$ cat src/rtl/gsa_ram.sv
// ----------------------------------------------------------------------------
// gsa_ram
// One write port, one read port, registered read data. A read of the address
// written at the same edge returns the new data.
// ----------------------------------------------------------------------------
module gsa_ram #(
  parameter int unsigned WIDTH = 16,
  parameter int unsigned DEPTH = 256
) (
  input  logic                     clk_i,
  input  logic                     we_i,
  input  logic [$clog2(DEPTH)-1:0] waddr_i,
  input  logic [WIDTH-1:0]         wdata_i,
  input  logic                     re_i,
  input  logic [$clog2(DEPTH)-1:0] raddr_i,
  output logic [WIDTH-1:0]         rdata_o
);

  logic [WIDTH-1:0] mem [DEPTH];
  logic [WIDTH-1:0] rdata_q;

  always_ff @(posedge clk_i) begin
    if (we_i) begin
      mem[waddr_i] <= wdata_i;
    end
  end

  always_ff @(posedge clk_i) begin
    if (re_i) begin
      if (we_i && (waddr_i == raddr_i)) begin
        rdata_q <= wdata_i;
      end else begin
        rdata_q <= mem[raddr_i];
      end
    end
  end

  assign rdata_o = rdata_q;

endmodule

$ cat config.mk
export PLATFORM = sky130hd
export DESIGN_NAME = gsa_ram
export DESIGN_NICKNAME = d
export VERILOG_FILES = /design/src/rtl/gsa_ram.sv
export SDC_FILE = /design/constraint.sdc
export NUM_CORES = 2
export LEC_CHECK = 0
export ABC_AREA = 1
export BUFFER_PORTS_ARGS = -buffer_cell sky130_fd_sc_hd__clkbuf_2
export CAP_MARGIN = 20
export CORE_MARGIN = 2
export CORE_UTILIZATION = 40
export DETAILED_ROUTE_END_ITERATION = 16
export SYNTH_ARGS = -nofsm -noshare
export SYNTH_HDL_FRONTEND = slang
export SYNTH_SLANG_ARGS = --single-unit
$ cat constraint.sdc
create_clock -name clk_i -period 2.35 [get_ports clk_i]
set_input_delay 0.3525 -clock clk_i [delete_from_list [all_inputs] [get_ports clk_i]]
set_output_delay 0.3525 -clock clk_i [all_outputs]
set_load 0.02 [all_outputs]
# Word-level counts from Yosys, hierarchy flattened
# Memory sizes are Yosys's and may differ from the RTL's. A register that Yosys moved wholly into a read port is not among the register bits.
# Cells that the tools add are included.
# totals
ff_bits	0
ram_bits	4096
input_bits	35
out_inout_bits	16
elab_cells	3
mem_count	1
# op_classes
mux	2
# mem_list
memory	words	word_bits	rd	rd_ports_with_merged_regs	write_ports	line_no	source
mem	256	16	1	1	1	19	logic [WIDTH-1:0] mem [DEPTH];
# ops
operator	n
two-way mux 1 bit	2

# Depth between registers and ports, before layout
# depth
word_depth	2
ltp_mapped	16
mapped_depth_nobuf	13

# Worst setup path after synthesis
# No wires, ideal clock.
# synth_timing
kind	input to register
startpoint	input we_i
endpoint	memory mem[161][0] (enable)
arrival_time_ps	1805
t_required_ps	1962
setup_slack_ps	157
stages	4
path_buffers	2
path_cell_list	clkbuf_1 nand3_1 clkbuf_1 nor2_1
# synth_via
elab_chain_cells	2
# synth_lines
element	line_no	source
start: declaration	11	input logic we_i,
two-way mux 1 bit	23	if (we_i) begin
two-way mux 1 bit (not written as such)	24	mem[waddr_i] <= wdata_i;
end: declaration	19	
# Every way passes these cells.

# Worst setup path after layout
# layout_timing
startpoint	register rdata_q[10] (netlist: rdata_o[10]) (read register of mem)
endpoint	output rdata_o[10]
# layout_rtl
element	line_no	source
start: declaration	20	logic [WIDTH-1:0] rdata_q;
end: declaration	16	output logic [WIDTH-1:0] rdata_o
# No word-level cell between the ends.

==> results.sh <==
export IMPL_status="finished, violations left"
export IMPL_violations="negative setup slack"
export IMPL_cp_buffers_inverters=1
export IMPL_critPathArrivalTime_ps=2100
export IMPL_syn_area_per_cell_um2=12.1
export IMPL_vias=112000
export IMPL_slew_headroom_pct=36.3
export IMPL_cts_sinks=4112
export IMPL_routabilityCongestion=0.934
export IMPL_end_kind="output pin"
export IMPL_fin_tns_setup_ps=-491
export IMPL_stdcell_area_um2=197000
export IMPL_synth_fp_nets=13700
export IMPL_cts_setup_buffers=0
export IMPL_crit_slowest_cell="edfxtp_1"
export IMPL_yosys_warnings=0
export IMPL_min_to="rdata_o[14]$_DFFE_PP_"
export IMPL_dp_slack_ps=-942
export IMPL_hold_slack_ps=183
export IMPL_cts_clk_slew_worst_paths_ps=60
export IMPL_max_vdd_ir_drop_uv=581
export IMPL_setup_ws_ps=-106
export IMPL_timing_rr_start="mem[15][7]$_DFFE_PP_"
export IMPL_viasPerCell=5.54
export IMPL_final_hold_violation_count=0
export IMPL_gr_usage_all_layers_pct=23.7
export IMPL_utilization_pct=47.6
export IMPL_placed_area_um2=183000
export IMPL_grt_pass1_wl_mm=733
export IMPL_dr_pass1_iters=6
export IMPL_fp_row_count=236
export IMPL_worst_pin_slew_ps=955
export IMPL_cts_tree="yes"
export IMPL_cts_buffers=414
export IMPL_power_density_nw_per_um2=798
export IMPL_grt_pass1_vias=105000
export IMPL_min_from="raddr_i[7]"
export IMPL_ys_seq_area_share_pct=74.4
export IMPL_grt_antenna_before_repair=17
export IMPL_grt_max_degree=109
export IMPL_maxCapViolCount=0
export IMPL_postRouteAntennaNets=0
export IMPL_timing_final_crit_period_ps=2460
export IMPL_cts_root_buf="clkbuf_16"
export IMPL_r2r_slack_ps=-80
export IMPL_drc=0
export IMPL_ys_ff_latch=4112
export IMPL_synth_ff_type="edfxtp_1"
export IMPL_required_ps=2000
export IMPL_synthCells=13700
export IMPL_cts_max_level=5
export IMPL_grt_ovfl_total=0
export IMPL_drt_wirelength_per_cell_um=25.0
export IMPL_first_iter_violations=14000
export IMPL_max_freq_mhz=407
export IMPL_cp_top_family="flip-flops"
export IMPL_area_growth_pct=18.5
export IMPL_path_cells="buf_6"
export IMPL_setup_viol=10
export IMPL_drive_above_1_share_pct=12.7
export IMPL_criticalPathCategory="reg -> out"
export IMPL_port_buffer_count=50
export IMPL_slowest_delay_ps=900
export IMPL_rr_endpoint="rdata_o[7]$_DFFE_PP_"
export IMPL_dieArea_um2=420000
export IMPL_drt_total_wl_mm=506
export IMPL_clockBufferDepth=4
export IMPL_hpwl_mm=318
export IMPL_start_kind="register"
export IMPL_ios=51
export IMPL_die_x_um=648
export IMPL_hp_class="in -> reg"
export IMPL_critical_path_peak_fanout=1
export IMPL_drv_slew=0
export IMPL_ys_types=24
export IMPL_hold_depth=5
export IMPL_worstSkewPairLatency_ps=1030
export IMPL_start_util_pct=40.2
export IMPL_synth_edf_count=4112
export IMPL_fin_nets=14400
export IMPL_die_h_um=648
export IMPL_fin_crit_sh_pct=105
export IMPL_coreArea_um2=413000
export IMPL_leakage_nw=69.4
export IMPL_fin_worst_skew_ps=98.5
export IMPL_async_reset_ff_share_pct=0
export IMPL_netlist_area_um2=166000
export IMPL_worst_r2r_path_depth=10
export IMPL_grt_setup_unrepaired="true"
[power by group]
part	internal, W	total [W]	switching, W
Clock	0.0363	0.0649	0.0286
Combinational	0.00331	0.0111	0.00779
Sequential	0.0809	0.0810	0.000181
[repair_timing]
item,in CTS,in global routing
pin swaps,0,0
setup endpoints to repair,18,19
resized for setup,6,36
hold endpoints to repair,1183,0
hold buffers,17,0
[cells in the final DEF (no fill, tap or decap), types with 17 or more instances in the layout]
| cell | Yosys | layout |
|---|---|---|
| buf_4 | 186 | 747 |
| dlygate4sd3_1 | 0 | 17 |
| clkbuf_16 | 0 | 416 |
| edfxtp_1 | 4112 | 4112 |
| inv_1 | 39 | 37 |
| clkinv_1 | 0 | 103 |
| clkbuf_2 | 0 | 18 |
| buf_12 | 0 | 461 |
| bufinv_16 | 0 | 33 |
| buf_8 | 1 | 19 |
| clkbuf_1 | 167 | 87 |
| nand3_1 | 4071 | 4055 |
| nand2_1 | 4188 | 4172 |
| nor2_1 | 297 | 281 |
| clkinv_2 | 0 | 74 |
[final cells by class]
type | count | area [µm²]
Tap cell | 5474 | 6850
Clock buffer | 503 | 10700
Timing Repair Buffer | 1269 | 15500
Sequential cell | 4112 | 123000
Antenna cell | 8 | 20.0
Fill cell | 35900 | 216000
Inverter | 43 | 225
Clock inverter | 255 | 2490
Multi-Input combinational cell | 8568 | 37500
[flip-flops by register name, summed over array words and instances, names as in the netlist]
signal and cells:
mem 4096, rdata_o 16
[worst max path at each step]
stage	from	slack, ps	depth (start not counted)	to
floorplan	we_i	160	4	mem[161][0]$_DFFE_PP_
global placement	raddr_i[0]	-950	16	rdata_o[13]$_DFFE_PP_
detailed placement	raddr_i[0]	-940	16	rdata_o[13]$_DFFE_PP_
CTS	rdata_o[0]$_DFFE_PP_	-170	1	rdata_o[0]
global route	rdata_o[15]$_DFFE_PP_	-10	1	rdata_o[15]
finish	rdata_o[10]$_DFFE_PP_	-110	1	rdata_o[10]
[tightest hold or removal path, stage by stage]
cell and delay, ps:
clkbuf_2 200, buf_4 270, nand3_1 110, nand3_1 70, nand2_1 50
[cells in the mapped netlist, drive strengths merged, types with 2 or more instances]
cell type	n	area share, %
nand2	4188	9.5
edfxtp	4112	74
nand3	4071	12
buf	773	2.6
nor2	297	0.67
clkbuf	167	0.38
inv	43	0.10
nand4	3	0.015
nor3b	2	0.016
nor4	2	0.011
xor2	2	0.011
[cells by family (layout without fill, tap and decap cells)]
group | count (synthesis) | in the layout | synth area share, %
AND/OR/NAND/NOR | 8565 | 8565 | 22.5
flip-flops | 4112 | 4112 | 74.4
buffers and inverters | 983 | 2070 | 3.12
XOR/XNOR | 2 | 2 | 0.0106
AO/OA/AOI/OAI | 1 | 1 | 0.00301
other | 0 | 8 | 0
[layer usage]
metal  wire (µm)  global-route usage (%)  part of all wire (%)
met5          13                       0                0.0026
met4       22700                    9.55                   4.5
met3       43500                    3.66                   8.6
met2      232000                    36.9                    46
met1      208000                    33.2                    41
[per-stage QoR]
step	std cells	power, W
floorplan	13700	0.0875
global placement	19400	0.0934
detailed placement	19400	0.0935
CTS	20200	0.158
global route	20200	0.161
finish	20200	0.157
No activity file was read; power rests on OpenSTA's default activity.
